File: src/rtl/math_keyword_substituter_defines.svh
// ----------------------------------------------------------------------------
// Math keyword substituter assertion macros
// Concurrent assertion wrappers, empty in synthesis builds.
// ----------------------------------------------------------------------------
`ifndef MATH_KEYWORD_SUBSTITUTER_DEFINES_SVH
`define MATH_KEYWORD_SUBSTITUTER_DEFINES_SVH
`ifndef SYNTHESIS
`define MKS_ASSERT(lbl, clk, rst, prop, msg) \
   lbl: assert property (@(posedge clk) disable iff (rst) prop) else $error(msg);
`define MKS_ASSERT_NEVER(lbl, clk, rst, cond, msg) \
   lbl: assert property (@(posedge clk) disable iff (rst) !(cond)) else $error(msg);
`else
`define MKS_ASSERT(lbl, clk, rst, prop, msg)
`define MKS_ASSERT_NEVER(lbl, clk, rst, cond, msg)
`endif
`endif

File: src/rtl/mks_pkg.sv
// ----------------------------------------------------------------------------
// Math keyword substituter package
// Character constants, token types and the function name table.
// ----------------------------------------------------------------------------
package mks_pkg;

   localparam int WinDepth   = 5;
   localparam int WinCntW    = $clog2(WinDepth + 1);
   localparam int NameCount  = 19;
   localparam int NameMaxLen = 5;
   localparam int NameIdxW   = $clog2(NameCount);
   localparam int NameLenW   = 3;
   localparam int QueueDepth = 4;
   localparam int QueuePtrW  = $clog2(QueueDepth);
   localparam int QueueCntW  = $clog2(QueueDepth + 1);

   typedef logic [7:0] char_type;

   localparam char_type ChOpenParen = 8'h28;
   localparam char_type ChMinus     = 8'h2D;
   localparam char_type ChZero      = 8'h30;
   localparam char_type ChSpace     = 8'h20;
   localparam char_type ChUpperA    = 8'h41;
   localparam char_type ChUpperZ    = 8'h5A;
   localparam char_type CaseOffset  = 8'h20;

   typedef struct packed {
      char_type ch;
      logic     last;
   } token_type;

   typedef logic [0:WinDepth-1][7:0] window_type;

   typedef struct packed {
      logic [NameLenW-1:0]          len;
      char_type                     code;
      logic [0:NameMaxLen-1][7:0]   text;
   } name_type;

   typedef struct packed {
      logic                hit;
      char_type            code;
      logic [NameLenW-1:0] len;
   } match_type;

   function automatic name_type name_entry(input logic [NameIdxW-1:0] k);
      name_type r;
      case (k)
         5'd0:    r = '{3'd3, "S", {"sin",   16'h0000}};
         5'd1:    r = '{3'd3, "C", {"cos",   16'h0000}};
         5'd2:    r = '{3'd4, "B", {"asin",  8'h00}};
         5'd3:    r = '{3'd4, "A", {"acos",  8'h00}};
         5'd4:    r = '{3'd4, "D", {"atan",  8'h00}};
         5'd5:    r = '{3'd4, "F", {"ceil",  8'h00}};
         5'd6:    r = '{3'd2, "J", {"ch",    24'h000000}};
         5'd7:    r = '{3'd3, "H", {"exp",   16'h0000}};
         5'd8:    r = '{3'd3, "I", {"abs",   16'h0000}};
         5'd9:    r = '{3'd5, "K", "floor"};
         5'd10:   r = '{3'd2, "G", {"ln",    24'h000000}};
         5'd11:   r = '{3'd3, "O", {"log",   16'h0000}};
         5'd12:   r = '{3'd2, "T", {"sh",    24'h000000}};
         5'd13:   r = '{3'd4, "Y", {"sqrt",  8'h00}};
         5'd14:   r = '{3'd3, "V", {"tan",   16'h0000}};
         5'd15:   r = '{3'd2, "W", {"th",    24'h000000}};
         5'd16:   r = '{3'd3, "M", {"ctg",   16'h0000}};
         5'd17:   r = '{3'd4, "N", {"actg",  8'h00}};
         5'd18:   r = '{3'd3, "P", {"cth",   16'h0000}};
         default: r = '0;
      endcase
      return r;
   endfunction

   function automatic match_type head_match(input window_type win,
                                            input logic [WinCntW-1:0] avail);
      match_type m;
      name_type  ent;
      logic      hit;
      m = '0;
      for (int k = NameCount - 1; k >= 0; k--) begin
         ent = name_entry(NameIdxW'(k));
         hit = (ent.len != '0) && (WinCntW'(ent.len) <= avail);
         for (int j = 0; j < NameMaxLen; j++) begin
            if ((NameLenW'(j) < ent.len) && (win[j] != ent.text[j])) begin
               hit = 1'b0;
            end
         end
         if (hit) begin
            m.hit  = 1'b1;
            m.code = ent.code;
            m.len  = ent.len;
         end
      end
      return m;
   endfunction

endpackage

File: src/rtl/mks_ifs.sv
// ----------------------------------------------------------------------------
// Math keyword substituter channel interfaces
// Valid/ready request and response channels with their payloads.
// ----------------------------------------------------------------------------
interface mks_req_if import mks_pkg::*; ();
   logic     valid;
   logic     ready;
   char_type char_in;
   logic     is_final;
   modport source (output valid, char_in, is_final, input ready);
   modport sink   (input valid, char_in, is_final, output ready);
endinterface

interface mks_rsp_if import mks_pkg::*; ();
   logic     valid;
   logic     ready;
   char_type char_out;
   logic     end_of_text;
   modport source (output valid, char_out, end_of_text, input ready);
   modport sink   (input valid, char_out, end_of_text, output ready);
endinterface

File: src/rtl/mks_front.sv
// ----------------------------------------------------------------------------
// Math keyword substituter front end
// Folds case, inserts a zero after an open bracket before a minus sign.
// ----------------------------------------------------------------------------
module mks_front import mks_pkg::*; (
   input  logic      clock,
   input  logic      reset,
   mks_req_if.sink   req_bus,
   output logic      tok_valid,
   output token_type tok,
   input  logic      tok_ready
);

   logic      prev_paren_ff, prev_paren_in;
   logic      hold_valid_ff, hold_valid_in;
   token_type hold_tok_ff, hold_tok_in;
   char_type  folded;
   logic      need_zero;
   logic      accept;

   always_comb begin
      folded = req_bus.char_in;
      if ((req_bus.char_in >= ChUpperA) && (req_bus.char_in <= ChUpperZ)) begin
         folded = req_bus.char_in + CaseOffset;
      end
   end

   assign need_zero     = (folded == ChMinus) && prev_paren_ff;
   assign req_bus.ready = tok_ready && !hold_valid_ff;
   assign accept        = req_bus.valid && req_bus.ready;
   assign tok_valid     = hold_valid_ff || req_bus.valid;

   always_comb begin
      if (hold_valid_ff) begin
         tok = hold_tok_ff;
      end else if (need_zero) begin
         tok = '{ChZero, 1'b0};
      end else begin
         tok = '{folded, req_bus.is_final};
      end
   end

   always_comb begin
      prev_paren_in = prev_paren_ff;
      hold_valid_in = hold_valid_ff;
      hold_tok_in   = hold_tok_ff;
      if (hold_valid_ff && tok_ready) begin
         hold_valid_in = 1'b0;
      end
      if (accept) begin
         prev_paren_in = !req_bus.is_final && (folded == ChOpenParen);
         if (need_zero) begin
            hold_valid_in = 1'b1;
            hold_tok_in   = '{folded, req_bus.is_final};
         end
      end
   end

   always_ff @(posedge clock) begin
      if (reset) begin
         prev_paren_ff <= 1'b0;
         hold_valid_ff <= 1'b0;
      end else begin
         prev_paren_ff <= prev_paren_in;
         hold_valid_ff <= hold_valid_in;
      end
      hold_tok_ff <= hold_tok_in;
   end

endmodule

File: src/rtl/mks_queue.sv
// ----------------------------------------------------------------------------
// Math keyword substituter token queue
// Short first-in first-out buffer between the front and back ends.
// ----------------------------------------------------------------------------
`include "math_keyword_substituter_defines.svh"

module mks_queue import mks_pkg::*; (
   input  logic      clock,
   input  logic      reset,
   input  logic      push_valid,
   input  token_type push_tok,
   output logic      push_ready,
   output logic      pop_valid,
   output token_type pop_tok,
   input  logic      pop_ready
);

   token_type              mem_ff [QueueDepth];
   logic [QueuePtrW-1:0]   wr_ptr_ff, wr_ptr_in;
   logic [QueuePtrW-1:0]   rd_ptr_ff, rd_ptr_in;
   logic [QueueCntW-1:0]   count_ff, count_in;
   logic                   push, pop;

   assign push_ready = (count_ff != QueueCntW'(QueueDepth));
   assign pop_valid  = (count_ff != '0);
   assign pop_tok    = mem_ff[rd_ptr_ff];
   assign push       = push_valid && push_ready;
   assign pop        = pop_valid && pop_ready;

   always_comb begin
      wr_ptr_in = push ? wr_ptr_ff + 1'b1 : wr_ptr_ff;
      rd_ptr_in = pop ? rd_ptr_ff + 1'b1 : rd_ptr_ff;
      count_in  = count_ff;
      if (push && !pop) begin
         count_in = count_ff + 1'b1;
      end else if (pop && !push) begin
         count_in = count_ff - 1'b1;
      end
   end

   always_ff @(posedge clock) begin
      if (reset) begin
         wr_ptr_ff <= '0;
         rd_ptr_ff <= '0;
         count_ff  <= '0;
      end else begin
         wr_ptr_ff <= wr_ptr_in;
         rd_ptr_ff <= rd_ptr_in;
         count_ff  <= count_in;
      end
   end

   always_ff @(posedge clock) begin
      if (push) begin
         mem_ff[wr_ptr_ff] <= push_tok;
      end
   end

   `MKS_ASSERT(a_queue_bound, clock, reset, count_ff <= QueueCntW'(QueueDepth), "queue overfilled")
   `MKS_ASSERT_NEVER(a_queue_pop_empty, clock, reset, pop && (count_ff == '0), "pop from empty queue")

endmodule

File: src/rtl/mks_back.sv
// ----------------------------------------------------------------------------
// Math keyword substituter back end
// Five-character window, name matching, blanking and the output register.
// ----------------------------------------------------------------------------
`include "math_keyword_substituter_defines.svh"

module mks_back import mks_pkg::*; (
   input  logic      clock,
   input  logic      reset,
   input  logic      tok_valid,
   input  token_type tok,
   output logic      tok_ready,
   mks_rsp_if.source rsp_bus
);

   window_type          win_ff, win_in, win_shift;
   logic [WinCntW-1:0]  cnt_ff, cnt_in, cnt_after;
   logic [NameLenW-1:0] blank_ff, blank_in;
   logic                flush_ff, flush_in;
   logic                rsp_valid_ff, rsp_valid_in;
   char_type            rsp_char_ff, rsp_char_in;
   logic                rsp_end_ff, rsp_end_in;
   match_type           match;
   logic                out_free, want_emit, emit, emit_last, take;
   char_type            emit_char;

   assign out_free  = !rsp_valid_ff || rsp_bus.ready;
   assign want_emit = (cnt_ff == WinCntW'(WinDepth)) || (flush_ff && (cnt_ff != '0));
   assign emit      = want_emit && out_free;
   assign emit_last = flush_ff && (cnt_ff == WinCntW'(1));
   assign tok_ready = !flush_ff && ((cnt_ff != WinCntW'(WinDepth)) || emit);
   assign take      = tok_valid && tok_ready;
   assign match     = head_match(win_ff, cnt_ff);

   always_comb begin
      if (blank_ff != '0) begin
         emit_char = ChSpace;
      end else if (match.hit) begin
         emit_char = match.code;
      end else begin
         emit_char = win_ff[0];
      end
   end

   always_comb begin
      win_shift = win_ff;
      cnt_after = cnt_ff;
      if (emit) begin
         for (int i = 0; i < WinDepth - 1; i++) begin
            win_shift[i] = win_ff[i+1];
         end
         cnt_after = cnt_ff - 1'b1;
      end
      win_in = win_shift;
      cnt_in = cnt_after;
      if (take) begin
         for (int i = 0; i < WinDepth; i++) begin
            if (cnt_after == WinCntW'(i)) begin
               win_in[i] = tok.ch;
            end
         end
         cnt_in = cnt_after + 1'b1;
      end
   end

   always_comb begin
      blank_in = blank_ff;
      flush_in = flush_ff;
      if (emit) begin
         if (blank_ff != '0) begin
            blank_in = blank_ff - 1'b1;
         end else if (match.hit) begin
            blank_in = match.len - 1'b1;
         end
      end
      if (take && tok.last) begin
         flush_in = 1'b1;
      end
      if (emit && emit_last) begin
         flush_in = 1'b0;
         blank_in = '0;
      end
   end

   always_comb begin
      rsp_valid_in = rsp_valid_ff;
      rsp_char_in  = rsp_char_ff;
      rsp_end_in   = rsp_end_ff;
      if (emit) begin
         rsp_valid_in = 1'b1;
         rsp_char_in  = emit_char;
         rsp_end_in   = emit_last;
      end else if (rsp_bus.ready) begin
         rsp_valid_in = 1'b0;
      end
   end

   always_ff @(posedge clock) begin
      if (reset) begin
         cnt_ff       <= '0;
         blank_ff     <= '0;
         flush_ff     <= 1'b0;
         rsp_valid_ff <= 1'b0;
      end else begin
         cnt_ff       <= cnt_in;
         blank_ff     <= blank_in;
         flush_ff     <= flush_in;
         rsp_valid_ff <= rsp_valid_in;
      end
      win_ff      <= win_in;
      rsp_char_ff <= rsp_char_in;
      rsp_end_ff  <= rsp_end_in;
   end

   assign rsp_bus.valid       = rsp_valid_ff;
   assign rsp_bus.char_out    = rsp_char_ff;
   assign rsp_bus.end_of_text = rsp_end_ff;

   `MKS_ASSERT(a_win_bound, clock, reset, cnt_ff <= WinCntW'(WinDepth), "window overfilled")
   `MKS_ASSERT(a_blank_in_window, clock, reset, WinCntW'(blank_ff) <= cnt_ff, "blanking beyond window")
   `MKS_ASSERT(a_flush_done, clock, reset, (emit && emit_last) |=> ((cnt_ff == '0) && !flush_ff), "window not empty after last item")

endmodule

File: src/rtl/math_keyword_substituter.sv
// ----------------------------------------------------------------------------
// Math keyword substituter
// Rewrites an expression character stream: case folding, zero insertion and
// replacement of function names by code letters padded with spaces.
// ----------------------------------------------------------------------------
// Usage:
//   req_bus carries one character per item with is_final on the last one of
//   an expression; rsp_bus returns the rewritten characters in order, with
//   end_of_text on the last character of the expression.
//   The front end takes one item per cycle while the queue has room; for an
//   item that needs a zero inserted ahead of it, it sends the zero, holds the
//   item and takes no new item until the held one has gone on. The back end
//   gives one character per cycle while the output register is free, from a
//   five-character window, so a character leaves once four more follow it,
//   or during the flush that a final item starts, which sends out every
//   character still held (up to five) and blocks new items until done.
//   A four-entry queue between the two halves lets either stall alone; when
//   rsp_bus is held off, the output register and window fill, then the
//   queue, then req_bus.ready drops. Reset empties the window, the queue and
//   the output register and starts a new expression.
// ----------------------------------------------------------------------------
module math_keyword_substituter import mks_pkg::*; (
   input  logic      clock,
   input  logic      reset,
   mks_req_if.sink   req_bus,
   mks_rsp_if.source rsp_bus
);

   logic      front_valid, front_ready;
   token_type front_tok;
   logic      back_valid, back_ready;
   token_type back_tok;

   mks_front u_front (
      .clock     (clock),
      .reset     (reset),
      .req_bus   (req_bus),
      .tok_valid (front_valid),
      .tok       (front_tok),
      .tok_ready (front_ready)
   );

   mks_queue u_queue (
      .clock      (clock),
      .reset      (reset),
      .push_valid (front_valid),
      .push_tok   (front_tok),
      .push_ready (front_ready),
      .pop_valid  (back_valid),
      .pop_tok    (back_tok),
      .pop_ready  (back_ready)
   );

   mks_back u_back (
      .clock     (clock),
      .reset     (reset),
      .tok_valid (back_valid),
      .tok       (back_tok),
      .tok_ready (back_ready),
      .rsp_bus   (rsp_bus)
   );

endmodule

File: src/flat_wrapper.sv
// flat-port wrapper written by rule: the top's interface ports become plain ports
module math_keyword_substituter_flat import mks_pkg::*;
  (clock, reset, req_bus_valid, req_bus_char_in, req_bus_is_final, req_bus_ready, rsp_bus_valid, rsp_bus_char_out, rsp_bus_end_of_text, rsp_bus_ready);
  mks_req_if req_bus_i ();
  mks_rsp_if rsp_bus_i ();
  input  logic clock;
  input  logic reset;
  input wire logic [$bits(req_bus_i.valid)-1:0] req_bus_valid;
  input wire logic [$bits(req_bus_i.char_in)-1:0] req_bus_char_in;
  input wire logic [$bits(req_bus_i.is_final)-1:0] req_bus_is_final;
  output wire logic [$bits(req_bus_i.ready)-1:0] req_bus_ready;
  output wire logic [$bits(rsp_bus_i.valid)-1:0] rsp_bus_valid;
  output wire logic [$bits(rsp_bus_i.char_out)-1:0] rsp_bus_char_out;
  output wire logic [$bits(rsp_bus_i.end_of_text)-1:0] rsp_bus_end_of_text;
  input wire logic [$bits(rsp_bus_i.ready)-1:0] rsp_bus_ready;
  assign req_bus_i.valid = req_bus_valid;
  assign req_bus_i.char_in = req_bus_char_in;
  assign req_bus_i.is_final = req_bus_is_final;
  assign req_bus_ready = req_bus_i.ready;
  assign rsp_bus_valid = rsp_bus_i.valid;
  assign rsp_bus_char_out = rsp_bus_i.char_out;
  assign rsp_bus_end_of_text = rsp_bus_i.end_of_text;
  assign rsp_bus_i.ready = rsp_bus_ready;
  math_keyword_substituter u_core (.clock(clock), .reset(reset), .req_bus(req_bus_i), .rsp_bus(rsp_bus_i));
endmodule
File: config.mk
export PLATFORM = sky130hd
export DESIGN_NAME = math_keyword_substituter_flat
export DESIGN_NICKNAME = d
export VERILOG_FILES = /design/src/rtl/mks_pkg.sv /design/src/rtl/mks_ifs.sv /design/src/rtl/mks_front.sv /design/src/rtl/mks_queue.sv /design/src/rtl/mks_back.sv /design/src/rtl/math_keyword_substituter.sv /design/src/flat_wrapper.sv
export VERILOG_INCLUDE_DIRS = /design/src /design/src/rtl
export SDC_FILE = /design/constraint.sdc
export NUM_CORES = 1
export LEC_CHECK = 0
export BUFFER_PORTS_ARGS = -buffer_cell sky130_fd_sc_hd__buf_4
export CORE_MARGIN = 2
export CORE_UTILIZATION = 56
export DETAILED_ROUTE_END_ITERATION = 7
export GPL_TIMING_DRIVEN = 0
export PLACE_DENSITY = 0.88
export REMOVE_ABC_BUFFERS = 1
export SKIP_LAST_GASP = 1
export SLEW_MARGIN = 20
export SYNTH_ARGS = -nofsm -noshare
export SYNTH_HDL_FRONTEND = slang
export SYNTH_SLANG_ARGS = --single-unit
File: constraint.sdc
create_clock -name clock -period 2.7 [get_ports clock]
set_input_delay 0.135 -clock clock [delete_from_list [all_inputs] [get_ports clock]]
set_output_delay 0.135 -clock clock [all_outputs]
set_load 0.005 [all_outputs]
==> metrics.md <==
| Metric | Value |
|---|---|
| Status | `complete, but fails checks` |
| Violated checks | `design-rule violations, negative setup slack` |
| Worst Path Max Fanout | `16` |
| Die width | `107 um` |
| Clk Latency, worst-skew pair | `0.53 ns` |
| Fraction of layout cells with a size suffix above 1 | `0.270` |
| H-tree depth | `4` |
| Clock group share of total power | `0.265` |
| CP max stage cell | `xor2_4` |
| DRT Wirelength | `about 22,000 um` |
| Final Critical Period | `approximately 2.9 ns` |
| CTS tree | `built` |
| Routed Antenna Nets | `0` |
| # IOs | `24` |
| Net load switching power | `approximately 3800 uW` |
| Fin nets | `692` |
| Power Total | `9000 uW` |
| Compound-gate portion of the synthesized area | `0.0927` |
| Sw Ratio | `0.421` |
| Comb power frac | `0.375` |
| 1st-pass router iterations | `8` |
| Worst Setup Start Kind | `flop` |
| Mapped cell area | `5990 um2` |
| CTS buffer count | `17` |
| Initial antenna violation count | `1` |
| Synth area leaders | `edfxtp_1, dfxtp_1, nand2_1` |
| Vias per inst | `7.19` |
| Main flop type after synthesis | `edfxtp_1` |
| First-pass GRT wire length | `30,900 um` |
| Reg2reg path depth | `9` |
| Vias in the first global route | `about 5,600` |
| Sequential power share | `0.360` |
| Clk buf depth | `2` |
| Core area | `just over 10,000 um2` |
| Final setup vio count | `30` |
| Lkg Pwr | `0.00278 uW` |
| Largest area contributor in the netlist | `edfxtp_1` |
| Max-Cap Viols | `0` |
| CP peak stage delay | `roughly 0.44 ns` |
| Row count | `37` |
| Mux cell area share after synthesis | `0.0597` |
| WHS | `0.116 ns` |
| Pint | `roughly 5200 uW` |
| DR WL/cell | `27.1 um` |
| Fin. max-slew vios | `0` |
| Worst setup margin | `-0.185 ns` |
| Post-Synth Simple-Gate Area | `0.289` |
| Root buffer selected by CTS | `clkbuf_8` |
| Synth Area in XOR/XNOR | `0.0132` |
| Power Density | `1180 nW/um2` |
| Initial Utilization | `0.578` |
| Largest net degree at the start of global routing | `24` |
| Ys async rst share | `0` |
| Die area | `~12,000 um2` |
| Clock transition at path regs | `0.07 ns` |
| Data arrival time of the critical path | `roughly 3.3 ns` |
| Hold path cells | `2` |
| Syn-to-layout area delta | `26.9%` |
| Die Span Y | `107 um` |
| Slew @ Worst Pin | `0.703 ns` |
| Required @ worst endpoint | `3.07 ns` |
| RePlAce Congestion | `0.962` |
| Residual DRC | `1` |
| Post-synth top area share | `0.311` |
| Post-synth EDFFs | `a little over 60` |
| Distinct cells, synth | `67` |
| Worst-path cell chain | `inv_1 -> ha_2 -> nand2b_1 -> o2bb2ai_4 -> nand3_1 -> xor2_4 -> nand3_2 -> nor2_1 -> a31oi_1` |
| Setup Skew | `0.0160 ns` |
| Mean post-synth cell area | `9.96 um2` |
| VDD IR-drop max | `862 uV` |
| HPWL after DPL | `11,500 um` |
| Detailed Route Iter0 Violations | `between 1,000 and 1,500` |
| Cells after Synth | `~600` |
| Fillers | `622` |
| Sink Count | `roughly 110` |
| IO buf count | `23` |
| Fin util | `0.734` |
| Hold Path Class | `input pin to flop` |
| Synthesis-stage register bit count | `113` |
| WS Path Type | `flop to flop` |
| Largest family of logic cells by synthesized area | `simple AND/OR/NAND/NOR gates` |
| Total GRT Usage | `0.355` |
| Max Freq | `0.347 GHz` |
| Fin crit share | `1.07` |
| Synth Area in Adders | `0.0367` |
| Headroom to the max-slew limit | `0.524` |
| CP endpoint kind | `flop` |
| Setup tns final | `-2.33 ns` |
| Grt total ovfl | `0` |
| Syn. warnings | `0` |
| Final hold viol count | `0` |
| Seq/Total Area, Yosys | `0.481` |
| Total number of vias | `5,836` |
==> critical path: cells and delay by family, from the launching register on <==
kind	cells	cell delay (ns)
XOR/XNOR	1	0.44
flip-flops	1	0.43
adder cells (fa/ha/maj)	1	0.23
AND/OR/NAND/NOR	4	1.20
AO/OA/AOI/OAI	2	0.27
buffers and inverters	1	0.11
==> synthesized netlist by cell type, types with 8 or more instances <==
library cell	instances
nor3_1	18
o21ai_0	21
a31oi_1	24
nand4_1	8
edfxtp_1	62
nor4_1	20
a21oi_1	14
nand2b_1	15
nand2_1	94
nand3_1	12
inv_1	13
clkbuf_1	17
mux4_2	9
and2_1	11
nand4b_1	8
nor2_1	61
dfxtp_1	51
ha_1	16
mux2i_1	11
==> flip-flops by register name (all words and copies together), names as in the netlist, named ones only <==
signal                             flops
u_core.u_back.rsp_bus.end_of_text      1
u_core.u_back.win_ff                  40
u_core.u_back.rsp_bus.char_out         8
u_core.u_front.hold_tok_ff             9
u_core.u_queue.mem_ff                 36
u_core.u_back.cnt_ff                   3
u_core.u_back.blank_ff                 3
u_core.u_back.rsp_bus.valid            1
u_core.u_front.prev_paren_ff           1
u_core.u_queue.wr_ptr_ff               2
u_core.u_back.flush_ff                 1
u_core.u_queue.rd_ptr_ff               2
u_core.u_queue.count_ff                3
u_core.u_front.hold_valid_ff           1
==> repair_timing <==
action / CTS / global route
hold buffers: 10 / 0
endpoints found under the hold margin: 23 / 0
gates cloned: 2 / 1
buffers inserted: 10 / 22
pin swaps: 7 / 18
gates resized for setup: 62 / 41
setup endpoints to repair: 64 / 80
==> power by group through the flow <==
stage | clock network, uW | logic, uW | registers, uW
floorplan | 0 | 1690 | 2790
global placement | 0 | 2150 | 3030
detailed placement | 0 | 2270 | 3080
CTS | 2350 | 2660 | 3110
global route | 2460 | 3500 | 3240
finish | 2390 | 3380 | 3240
==> kinds of logic after synthesis <==
| group | after synthesis |
|---|---|
| mux | 24 |
| buf+inv | 40 |
| simple gates | 315 |
| fa+ha+maj | 17 |
| compound gates | 84 |
| flops | 113 |
| xor+xnor | 9 |
==> layout by cell type (no fill, tap or decap), types with 5 or more instances in the layout <==
cell | Yosys | layout
o21ai_0 | 21 | 20
nand4b_1 | 8 | 8
or3_1 | 5 | 5
and4b_1 | 5 | 5
nand3b_1 | 5 | 5
ha_1 | 16 | 14
mux4_2 | 9 | 9
nand2_1 | 94 | 92
a21oi_1 | 14 | 13
dfxtp_4 | 0 | 8
inv_6 | 0 | 5
nand4bb_1 | 5 | 5
nor2_1 | 61 | 58
nand2b_1 | 15 | 14
nor4_4 | 0 | 5
buf_4 | 0 | 54
dfxtp_1 | 51 | 28
dfxtp_2 | 0 | 15
nand4_1 | 8 | 8
clkbuf_16 | 0 | 16
a31oi_1 | 24 | 24
inv_1 | 13 | 10
dlygate4sd3_1 | 0 | 10
nor4_1 | 20 | 15
and2_1 | 11 | 11
nor3_1 | 18 | 14
edfxtp_1 | 62 | 62
nand3_1 | 12 | 9
mux2i_1 | 11 | 11
==> per-layer routing <==
metal,part of all wire,track usage,vias up
li1,-,-,2379
met1,0.31,0.402,2689
met2,0.47,0.613,556
met3,0.12,0.0805,212
met4,0.098,0.209,0
met5,0,0,-
==> through the flow <==
stage,area (um2),setup WS [ns],cells
6_report,7610,-0.185,812
5_1_grt,7600,-0.316,811
4_1_cts,7270,0.00182,789
3_5_place_dp,6220,-1.78,735
3_3_place_gp,6220,-1.57,735
2_1_floorplan,5880,-0.785,576
==> final cells by class <==
| type | instances | area, um2 | share of cell area |
|---|---|---|---|
| timing repair inverter | 2 | 17.5 | 0.00230 |
| tap | 136 | 170 | 0.0224 |
| clock buffer | 18 | 418 | 0.0549 |
| clock inverter | 14 | 204 | 0.0268 |
| sequential | 113 | 2930 | 0.385 |
| antenna | 1 | 2.50 | 0.000329 |
| multi-input combinational | 450 | 3290 | 0.432 |
| timing repair buffer | 64 | 505 | 0.0664 |
| inverter | 14 | 68.8 | 0.00905 |
==> path summary, 6_finish.rpt <==
| path | startpoint | endpoint | slack (ns) |
|---|---|---|---|
| worst min register to register | u_core.u_back.win_ff[16] | u_core.u_back.win_ff[16] | 0.53 |
| worst max register to register | u_core.u_back.cnt_ff[1] | u_core.u_back.win_ff[18] | -0.18 |
| worst max-delay path | u_core.u_back.cnt_ff[1] | u_core.u_back.win_ff[18] | -0.18 |
| worst min-delay path | req_bus_char_in[6] | u_core.u_front.hold_tok_ff[7] | 0.12 |
Power figures use the tool's default switching activity.
